--- config.mk ---
export PLATFORM = sky130hd
export DESIGN_NAME = vtw_ctrl
export DESIGN_NICKNAME = d
export VERILOG_FILES = /design/src/hw/rtl/vtw_pkg.sv /design/src/hw/rtl/vtw_ctrl.sv
export SDC_FILE = /design/constraint.sdc
export NUM_CORES = 1
export LEC_CHECK = 0
export BUFFER_PORTS_ARGS = -buffer_cell sky130_fd_sc_hd__buf_2
export CORE_MARGIN = 3
export CORE_UTILIZATION = 23
export DETAILED_ROUTE_END_ITERATION = 10
export GPL_TIMING_DRIVEN = 0
export HOLD_SLACK_MARGIN = 0.03
export SYNTH_ARGS = -nofsm -noshare
export SYNTH_HDL_FRONTEND = slang
export SYNTH_SLANG_ARGS = --single-unit
export TNS_END_PERCENT = 10
--- constraint.sdc ---
create_clock -name aclk -period 2.2 [get_ports aclk]
set_clock_uncertainty 0.05 [all_clocks]
set_input_delay 0.33 -clock aclk [delete_from_list [all_inputs] [get_ports aclk]]
set_output_delay 0.33 -clock aclk [all_outputs]
set_load 0.02 [all_outputs]
--- src/hw/rtl/vtw_pkg.sv ---
// package: shared widths, codes and controller/datapath interface structs
`timescale 1ns / 1ps

package vtw_pkg;

    localparam int KIND_W   = 2;
    localparam int POS_W    = 6;
    localparam int STATE_W  = 5;
    localparam int LEN_W    = 7;
    localparam int ENTRY_W  = STATE_W + 1;
    localparam int NOPRED_BIT = STATE_W;

    localparam int MAX_POSITIONS_DEF = 64;
    localparam int NUM_STATES_DEF    = 32;

    localparam logic [KIND_W-1:0] KIND_WRITE = 2'd0;
    localparam logic [KIND_W-1:0] KIND_FULL  = 2'd1;
    localparam logic [KIND_W-1:0] KIND_PART  = 2'd2;

    typedef struct packed {
        logic wr_en;
        logic start_full;
        logic start_part;
        logic rd_en;
        logic load_cur;
        logic dec_wp;
        logic emit_cur;
        logic emit_last;
        logic emit_err;
    } dp_cmd_t;

    typedef struct packed {
        logic len_zero;
        logic pos_in_range;
        logic wp_zero;
        logic wp_le_one;
        logic lookup_ok;
        logic skip;
        logic out_free;
    } dp_status_t;

endpackage

--- src/hw/rtl/vtw_ctrl.sv ---
// traceback controller state machine
`timescale 1ns / 1ps

module vtw_ctrl (
    input  logic                       aclk,
    input  logic                       aresetn,
    input  logic                       s_valid,
    output logic                       s_ready,
    input  logic [vtw_pkg::KIND_W-1:0] s_kind,
    input  logic                       s_path_found,
    input  vtw_pkg::dp_status_t        status,
    output vtw_pkg::dp_cmd_t           cmd
);

    localparam logic [2:0] ST_IDLE  = 3'd0;
    localparam logic [2:0] ST_FIRST = 3'd1;
    localparam logic [2:0] ST_READ  = 3'd2;
    localparam logic [2:0] ST_CHECK = 3'd3;
    localparam logic [2:0] ST_EMIT  = 3'd4;
    localparam logic [2:0] ST_ERROR = 3'd5;

    logic [2:0] state_reg;
    logic [2:0] state_next;

    always_ff @(posedge aclk) begin
        if (!aresetn) begin
            state_reg <= ST_IDLE;
        end else begin
            state_reg <= state_next;
        end
    end

    assign s_ready = (state_reg == ST_IDLE);

    always_comb begin
        state_next = state_reg;
        cmd        = '0;
        unique case (state_reg)
            ST_IDLE: begin
                if (s_valid) begin
                    unique case (s_kind)
                        vtw_pkg::KIND_WRITE: begin
                            cmd.wr_en = 1'b1;
                        end
                        vtw_pkg::KIND_FULL: begin
                            if (!status.len_zero && s_path_found) begin
                                cmd.start_full = 1'b1;
                                state_next     = ST_FIRST;
                            end
                        end
                        vtw_pkg::KIND_PART: begin
                            if (!status.len_zero) begin
                                if (!status.pos_in_range) begin
                                    state_next = ST_ERROR;
                                end else begin
                                    cmd.start_part = 1'b1;
                                    state_next     = ST_READ;
                                end
                            end
                        end
                        default: begin
                        end
                    endcase
                end
            end
            ST_FIRST: begin
                // end state of a full traceback
                if (status.out_free) begin
                    cmd.emit_cur  = 1'b1;
                    cmd.emit_last = status.wp_zero;
                    state_next    = status.wp_zero ? ST_IDLE : ST_READ;
                end
            end
            ST_READ: begin
                cmd.rd_en  = 1'b1;
                state_next = ST_CHECK;
            end
            ST_CHECK: begin
                if (!status.lookup_ok) begin
                    state_next = ST_ERROR;
                end else begin
                    cmd.load_cur = 1'b1;
                    if (status.skip) begin
                        // first partial lookup is checked but not emitted
                        cmd.dec_wp = 1'b1;
                        state_next = status.wp_le_one ? ST_IDLE : ST_READ;
                    end else begin
                        state_next = ST_EMIT;
                    end
                end
            end
            ST_EMIT: begin
                if (status.out_free) begin
                    cmd.emit_cur  = 1'b1;
                    cmd.emit_last = status.wp_le_one;
                    cmd.dec_wp    = 1'b1;
                    state_next    = status.wp_le_one ? ST_IDLE : ST_READ;
                end
            end
            ST_ERROR: begin
                if (status.out_free) begin
                    cmd.emit_err = 1'b1;
                    state_next   = ST_IDLE;
                end
            end
            default: begin
                state_next = ST_IDLE;
            end
        endcase
    end

endmodule

# [Word-level counts from Yosys, hierarchy flattened]
# Index checks and enable logic that the tools add are counted.
[op_classes] n_reduce_logical=5 eq_ne=14 muxes=31
[ops] cell="$mux W3" count=12
[ops] cell="$pmux W3 S6" count=1
[ops] cell="$mux W1" count=11
[ops] cell="$mux W2" count=4
[ops] cell="$ne A2 B2 Y1 const B" count=4
[ops] cell="$reduce_and A7 Y1" count=1
[ops] cell="$eq A3 B2 Y1 const B" count=2
[ops] cell="$eq A3 B3 Y1 const B" count=2
[ops] cell="$ne A3 B3 Y1 const B" count=2
[ops] cell="$pmux W3 S2" count=1
[ops] cell="$pmux W2 S2" count=1
[ops] cell="$eq A3 B1 Y1 const B" count=1
[ops] cell="$logic_not A3 Y1" count=1
[ops] cell="$ne A3 B1 Y1 const B" count=1
[ops] cell="$eq A2 B1 Y1 const B" count=1
[ops] cell="$eq A2 B2 Y1 const B" count=1
[ops] cell="$logic_not A2 Y1" count=1
[ops] cell="$pmux W1 S2" count=1
[ops] cell="$logic_and A1 B1 Y1" count=1
[ops] cell="$logic_not A1 Y1" count=1
[totals] reg_bits=3 input_bits=13 output_inout_bits=10 wordCells=51

# [Logic depth before layout (Yosys ltp)]
# Gate-level depths: netlist (run 1).
[logic_depth] ltp_word=6 mapped_depth=5 depth_no_buf=4

# [Least setup slack after synthesis (run 1)]
# OpenSTA, ideal clock, no wires.
[synth_path] path_type="flip-flop to output port" from="register state_reg[0]" to="output cmd[6] in the netlist's numbering" path_stages_with_launch=5 required_time_ns=1.820 setup_slack_ns=0.382 n_path_buf=0 arrival_ns=1.438 path_cell_list="dfxtp_1 -> or2_4 -> nor2_2 -> nand2_1 -> nor3b_1"
[synth_lines] element="start, declared" line="vtw_ctrl.sv:22" source="logic [2:0] state_reg;"
[synth_lines] element="start signal, assigned" line="vtw_ctrl.sv:29" source="state_reg <= state_next;"
[synth_lines] element="end, declared" line="vtw_ctrl.sv:12" source="output vtw_pkg::dp_cmd_t cmd"

==> impl_metrics.ini, run 1 <==
[run_status]
status = finished clean

[sta]
max_freq_mhz = 553.1
setup_viol = 0
rsz0062_at_grt = no
fin_crit_sh_pct = 82.18
layout_min_cycle_time_ns = 1.808
slew_headroom_pct = 85.76
final.setup.tns_ns = 0
tightest_slew_ns = 0.2121
slew_viol_final = 0
finalHoldViolations = 0

[detailed_routing]
drtIter0Drc = 11
vias = 469
wl_per_cell_microns = 10.56
drtPass1Iterations = 4
viasPerCell = 4.937
drt-total-wl_mm = 1.003
drt_drc_violations_left = 0
final_antenna_net_count = 0

[cts]
clk_path_buf_depth = 2
htreeDepth = 1
cts_buffers = 3
cts_num_sinks = 3
clkTransAtPathRegs_ns = 0.03
post_cts_buffers = 0
cts_resized = 0
postCtsHoldBufs = 0
cts_tree = done
cts_root_buf = clkbuf_4
clock_latency_ns = 0.23

[critical_path]
start_kind = flip-flop
end_kind = primary output
critical_path.cell_chain = or2_4 -> nor2_2 -> nand2_1 -> nor3b_1 -> buf_2
cp_slowest_cell = dfxtp_1
required_ns = 1.82
criticalPathCategory = flip-flop to primary output
worstPathMaxFanout = 5
cpPeakStageDelay_ns = 0.33
rr_worst_depth = 3
critical_path_arrival_ns = 1.43
reg2reg_from = state_reg[0]
r2r_setup_slack_ns = 0.99
crit-reg2reg-capture = state_reg[1]

[yosys]
syn_nets = 67
ys_ff_latch = 3
yosys_warnings = 0
netlist_area_sq_um = 361.6
yosys.area.top_type_share_pct = 16.61
synth_area_leaders = dfxtp_1, nand2_1, nor3b_1
synth.avg_cell_area_sq_um = 6.696
synth_area_leader_cell = dfxtp_1
ys_types = 27
yosysSeqAreaShare_pct = 16.61
syn_inst = 54

[die]
io_pins = 23
rows = 13
die-area_sq_um = 2084
start_util_pct = 26.15
core_area_sq_um = 1383
fp.dieW_microns = 45.65
die_h_microns = 45.65

[worst_hold_path]
hp-start = aresetn
whs_path_depth = 2
holdCritPathClass = input port to flip-flop
worstHoldEndpoint = state_reg[0]

[grt]
grt_pass1_vias = 430
antenna_found_initial = 0
grtUsageTotal_pct = 11.64
grt_pass1_wl_mm = 1.725
grt.overflow.total = 0
grt_max_degree = 11

[finish]
largest_reg_flops = 3
fillers = 155
nNetsFinal = 94
drive_gt1_share_pct = 37.50
antenna_cells = 0
syn2layout_area_growth_pct = 42.91

[placement]
place.gp.congestion = 0.7673
portBuffers = 22
dp_hpwl_microns = 832.3

[pwr]
p_leak_nw = 0.2759
max-vdd-ir-drop_mv = 0.2149
power_density_nw_per_um2 = 409.2
power_mw = 0.2115

[flow_run]
drv_cap = 0
-- layout make-up --
type,count,area [sq um],share of cell area (%)
clock buffer,4,26.28,5.085
multi-input combinational,47,280.3,54.24
tap,15,18.77,3.632
buffer,3,17.52,3.390
timing repair buffer,22,110.1,21.31
inverter,1,3.754,0.7264
sequential,3,60.06,11.62
-- worst max-delay path, delay by kind of cell, from the launching register on --
kind                   cells  cell delay (ns)
DFF                        1             0.33
buffers and inverters      1             0.20
and+or+nand+nor            4             0.66
-- per-layer routing --
metal	vias up	share of wire, %	track usage, %
li1	246	-	-
met1	191	47	14.95
met2	28	39	16.99
met3	4	12	3.162
met4	0	2.3	7.018
met5	-	0	0
-- logic make-up after synthesis --
kind of cell	Yosys count	share of synthesized area [%]
AOI/OAI and AO/OA	15	28.03
xor gates and xnor gates	1	2.423
and+or+nand+nor	31	47.06
DFF	3	16.61
buffers and inverters	4	5.882
-- Yosys cell counts --
cell       count
nand2_1        8
nor2_1         5
a21oi_1        3
dfxtp_1        3
nor3b_1        3
o21ai_0        3
and3_1         2
and3b_1        2
buf_2          2
nand2b_1       2
nor2b_1        2
nor3_1         2
o21ai_1        2
o22ai_1        2
a2bb2oi_1      1
and2b_1        1
buf_4          1
inv_1          1
nand3_1        1
nand4_1        1
nor2_2         1
o2111a_1       1
o211a_1        1
o211ai_1       1
o221a_1        1
or2_4          1
xnor2_1        1
-- worst max-delay path by stage --
| stage | start | end | slack, ns | cells after the start |
|---|---|---|---|---|
| after floorplan | state_reg[0] | cmd[6] | 0.38 | 4 |
| after global placement | state_reg[0] | cmd[6] | 0.68 | 5 |
| after detailed placement | state_reg[0] | cmd[6] | 0.64 | 5 |
| after CTS | state_reg[0] | cmd[6] | 0.38 | 5 |
| after global routing | state_reg[0] | cmd[7] | 0.28 | 5 |
| final | state_reg[0] | cmd[6] | 0.39 | 5 |
-- metrics by stage --
step                      instance area (sq um)  utilization [%]  worst slack (ns)  hold slack, ns  std cells
after floorplan                           361.6                -            0.3816          0.4196         54
after global placement                    490.5            35.48            0.6818          0.5472         91
after detailed placement                  490.5            35.48            0.6395          0.5419         91
after CTS                                 516.7            37.38            0.3799          0.3025         95
after global routing                      516.7            37.38            0.2841          0.3119         95
final                                     516.7            37.38            0.3919          0.3082         95
-- report_power, final --
part / switching, mW / internal, mW
Sequential: 0.00156 / 0.0562
Combinational: 0.0317 / 0.0267
Clock: 0.0274 / 0.0679
Total: 0.0607 / 0.151
-- layout by cell type, fill, tap and decap left out, drive strengths merged, types with 3 or more instances in the layout --
| master | count |
|---|---|
| o21ai | 5 |
| nand2 | 8 |
| dfxtp | 3 |
| nor2 | 6 |
| clkbuf | 4 |
| nor3b | 3 |
| a21oi | 3 |
| buf | 25 |
(Power assumes the default switching activity.)
==> run 2: changes to the inputs <==
- clock period: 2.2 -> 1.68 ns (I/O delays scaled with it)
==> impl_metrics.ini, run 2 (synthesis gave the netlist of run 1 again) <==
[run_status]
status = finished clean

[cts]
clk_path_buf_depth = 2
cts_buffers = 3
cts_root_buf = clkbuf_4
clkTransAtPathRegs_ns = 0.03
postCtsHoldBufs = 0
htreeDepth = 1
cts_tree = done
cts_num_sinks = 3
clock_latency_ns = 0.23

[detailed_routing]
final_antenna_net_count = 0
wl_per_cell_microns = 10.73
top_layer = met4
viasPerCell = 4.889
drtPass1Iterations = 4
vias = 484
drt-total-wl_mm = 1.062
drtIter0Drc = 5
wl_met3_microns = 107
drt_drc_violations_left = 0
wl_met1_microns = 488
wl_met2_microns = 443

[finish]
nNetsFinal = 98
largest_reg_flops = 3
fillers = 153
syn2layout_area_growth_pct = 59.52
mostFrequentLayoutCells = buf_2, buf_4, nand2_1, nor2_1
antenna_cells = 0
final_common_cell = buf_2
final_cells = 99
drive_gt1_share_pct = 46.43

[grt]
grt.overflow.total = 0
grt_pass1_vias = 432
grtUsageTotal_pct = 11.80
grt_max_degree = 11
grt_pass1_wl_mm = 1.752
antenna_found_initial = 0

[critical_path]
end_kind = primary output
cpPeakStageDelay_ns = 0.33
critical_path.cell_chain = or2_4 -> nor2_4 -> nand2_2 -> nor3b_2 -> buf_4
worstPathMaxFanout = 3
criticalPathCategory = flip-flop to primary output
critical_path_arrival_ns = 1.35
path_buf_inv = 1
crit_family = simple AND/OR/NAND/NOR gates
cp_slowest_cell = dfxtp_4
r2r_setup_slack_ns = 0.36
required_ns = 1.38
start_kind = flip-flop

[die]
fp.dieW_microns = 45.65
io_pins = 23
die-area_sq_um = 2084
start_util_pct = 26.15
die_h_microns = 45.65
core_area_sq_um = 1383
rows = 13

[placement]
dp_hpwl_microns = 832.3
dp_cells = 91
place.gp.congestion = 0.7673
portBuffers = 22

[sta]
slew_viol_final = 0
fin_crit_sh_pct = 98.40
layout_min_cycle_time_ns = 1.653
final.setup.tns_ns = 0
finalHoldViolations = 0
max_freq_mhz = 604.9
tightest_slew_ns = 0.2124
setup_viol = 0
slew_headroom_pct = 85.74
rsz0062_at_grt = yes

[pwr]
max-vdd-ir-drop_mv = 0.2821
power_density_nw_per_um2 = 499.7
power_mw = 0.2882
p_leak_nw = 0.3018

[flow_run]
drv_cap = 0

[worst_hold_path]
holdCritPathClass = input port to flip-flop
==> run 2: cell types whose count changed in the layout (fill, tap and decap cells not counted) <==
cell | previous run | this run
dfxtp_1 | 3 | 1
nand2_2 | 0 | 1
nor2_2 | 1 | 0
nor3b_2 | 0 | 2
dfxtp_4 | 0 | 1
nor2_4 | 0 | 1
dfxtp_2 | 0 | 1
buf_2 | 24 | 21
buf_4 | 1 | 8
nand2_1 | 8 | 7
nor3b_1 | 3 | 1
==> run 2: final cells by class <==
type / count / area [sq um] / area share (%)
Multi-Input combinational cell: 47 / 297.8 / 51.63
Timing Repair Buffer: 26 / 145.1 / 25.16
Sequential cell: 3 / 65.06 / 11.28
Clock buffer: 4 / 26.28 / 4.555
Buffer: 3 / 20.02 / 3.471
Tap cell: 15 / 18.77 / 3.254
Inverter: 1 / 3.754 / 0.6508
==> run 2: worst paths after layout <==
path / cells past startpoint / startpoint / endpoint
setup / recovery: 5 / state_reg[0] / cmd[6]
setup reg to reg: 4 / state_reg[0] / state_reg[1]
hold / removal: 2 / aresetn / state_reg[0]
hold reg to reg: 3 / state_reg[2] / state_reg[2]
==> run 2: per-layer routing <==
layer  global-route usage [%]  vias up
li1                         -      253
met1                    15.19      201
met2                    17.27       26
met3                    3.162        4
met4                    7.018        0
met5                        0        -
==> run 2: stage by stage <==
step / instance area, sq um / hold slack [ns] / utilization [%] / setup slack, ns
2_1_floorplan: 361.6 / 0.3416 / - / -0.06045
3_5_place_dp: 490.5 / 0.4639 / 35.48 / 0.1975
4_1_cts: 538.0 / 0.2244 / 38.91 / 0.0005577
3_3_place_gp: 490.5 / 0.4692 / 35.48 / 0.2398
5_1_grt: 576.8 / 0.2294 / 41.72 / -0.02646
6_report: 576.8 / 0.2296 / 41.72 / 0.02695
==> run 2: report_power, final <==
group	switching [mW]	internal (mW)
sequential	0.00104	0.0730
clock	0.0356	0.0889
combinational	0.0462	0.0435
total	0.0828	0.205
==> run 2: what timing repair did <==
item	in CTS	in global routing
pin swaps	1	4
endpoints found under the setup margin	2	4
buffers inserted	1	3
gates resized for setup	4	7
==> run 3: changes to the inputs <==
- CTS_CLUSTER_SIZE: unset -> 10
- clock period: 1.68 -> 1.6 ns (I/O delays scaled with it)
==> impl_metrics.ini, run 3 (synthesis gave the netlist of run 1 again) <==
[sta]
rsz0062_at_grt = yes
final.setup.tns_ns = -0.04413
slew_viol_final = 0
finalHoldViolations = 0
tightest_slew_ns = 0.2123
slew_headroom_pct = 85.75
fin_crit_sh_pct = 102.5
layout_min_cycle_time_ns = 1.641
max_freq_mhz = 609.5
setup_viol = 2
setup_slack_ns = -0.04071

[grt]
grtUsageTotal_pct = 11.80
grt.overflow.total = 0
grt_pass1_wl_mm = 1.752
antenna_found_initial = 0
grt_pass1_vias = 434
grt_max_degree = 11

[placement]
dp_slack_ns = 0.1295
dp_hpwl_microns = 832.3
dp_cells = 91
portBuffers = 22
dpl-instance-area_sq_um = 490.5
place.gp.congestion = 0.7673

[finish]
nNetsFinal = 98
regArea_sq_um = 65.06
syn2layout_area_growth_pct = 64.71
final_cells = 99
largest_reg_flops = 3
mostFrequentLayoutCells = buf_2, buf_4, nand2_1, nor2_1
final_common_cell = buf_2
fillers = 150
drive_gt1_share_pct = 48.81
fin_area_sq_um = 595.6
multiInputGateArea_sq_um = 305.3
antenna_cells = 0

[die]
fp.dieW_microns = 45.65
rows = 13
start_util_pct = 26.15
core_area_sq_um = 1383
die-area_sq_um = 2084
die_h_microns = 45.65
io_pins = 23

[critical_path]
cp_slowest_cell = dfxtp_4
critical_path.cell_chain = or2_4 -> nor2_4 -> nand2_2 -> nor3b_2 -> buf_4
start_kind = flip-flop
cpPeakStageDelay_ns = 0.33
critical_path_arrival_ns = 1.35
criticalPathCategory = flip-flop to primary output
worstPathMaxFanout = 3
end_kind = primary output
required_ns = 1.31

[flow_run]
drv_cap = 0

[detailed_routing]
vias = 491
drt-total-wl_mm = 1.066
wl_per_cell_microns = 10.77
drtPass1Iterations = 4
final_antenna_net_count = 0
drtIter0Drc = 6
drt_drc_violations_left = 0
viasPerCell = 4.960

[cts]
clk_path_buf_depth = 2
cts_buffers = 3
cts_root_buf = clkbuf_4
clock_latency_ns = 0.23
cts_num_sinks = 3
htreeDepth = 1
clkTransAtPathRegs_ns = 0.03
cts_tree = done

[worst_hold_path]
holdCritPathClass = input port to flip-flop

[pwr]
max-vdd-ir-drop_mv = 0.2964
p_leak_nw = 0.3060
power_density_nw_per_um2 = 510.8
power_mw = 0.3042

[run_status]
violations = negative setup slack
status = finished with violations
[run 3: cell counts in the layout (fill, tap and decap cells not counted)]
Identical to the previous run, type by type.
[run 3: per-stage QoR]
step	utilization (%)	hold slack, ns
CTS	39.64	0.2124
detailed placement	35.48	0.4519
global placement	35.48	0.4572
finish	43.08	0.2176
global route	43.08	0.2174
floorplan	-	0.3296
[run 3: layout make-up]
cell class / count / area share [%]
buffer: 3 / 3.992
clock buffer: 4 / 4.412
inverter: 1 / 0.6303
multi-input combinational: 47 / 51.26
sequential: 3 / 10.92
tap: 15 / 3.151
timing repair buffer: 26 / 25.63
[run 3: worst max-delay path: cells and delay by family (launching register included)]
family / cells / cell delay (ns)
buffers and inverters: 1 / 0.16
flip-flops: 1 / 0.33
AND/OR/NAND/NOR: 4 / 0.62
[run 3: worst paths after layout]
check	cells past startpoint	startpoint	slack (ns)	end
min reg2reg	3	state_reg[2]	0.63	state_reg[2]
max	5	state_reg[0]	-0.04	cmd[6]
min	2	aresetn	0.22	state_reg[0]
max reg2reg	4	state_reg[0]	0.28	state_reg[1]
[run 3: timing repair]
item | in CTS | in global routing
gates resized for setup | 7 | 10
buffers inserted | 1 | 3
hold buffers | 0 | 0
setup endpoints to repair | 3 | 6
pin swaps | 1 | 4
[run 3: power by group]
| group | switching, mW | internal [mW] |
|---|---|---|
| Combinational | 0.0492 | 0.0465 |
| Sequential | 0.00114 | 0.0767 |
| Clock | 0.0374 | 0.0933 |
| Total | 0.0877 | 0.216 |
[run 3: layer usage]
| metal | track usage [%] | vias to the layer above | part of all wire (%) |
|---|---|---|---|
| li1 | - | 254 | - |
| met1 | 14.95 | 205 | 45 |
| met2 | 17.55 | 28 | 42 |
| met3 | 3.162 | 4 | 10 |
| met4 | 7.018 | 0 | 2.2 |
| met5 | 0 | - | 0 |
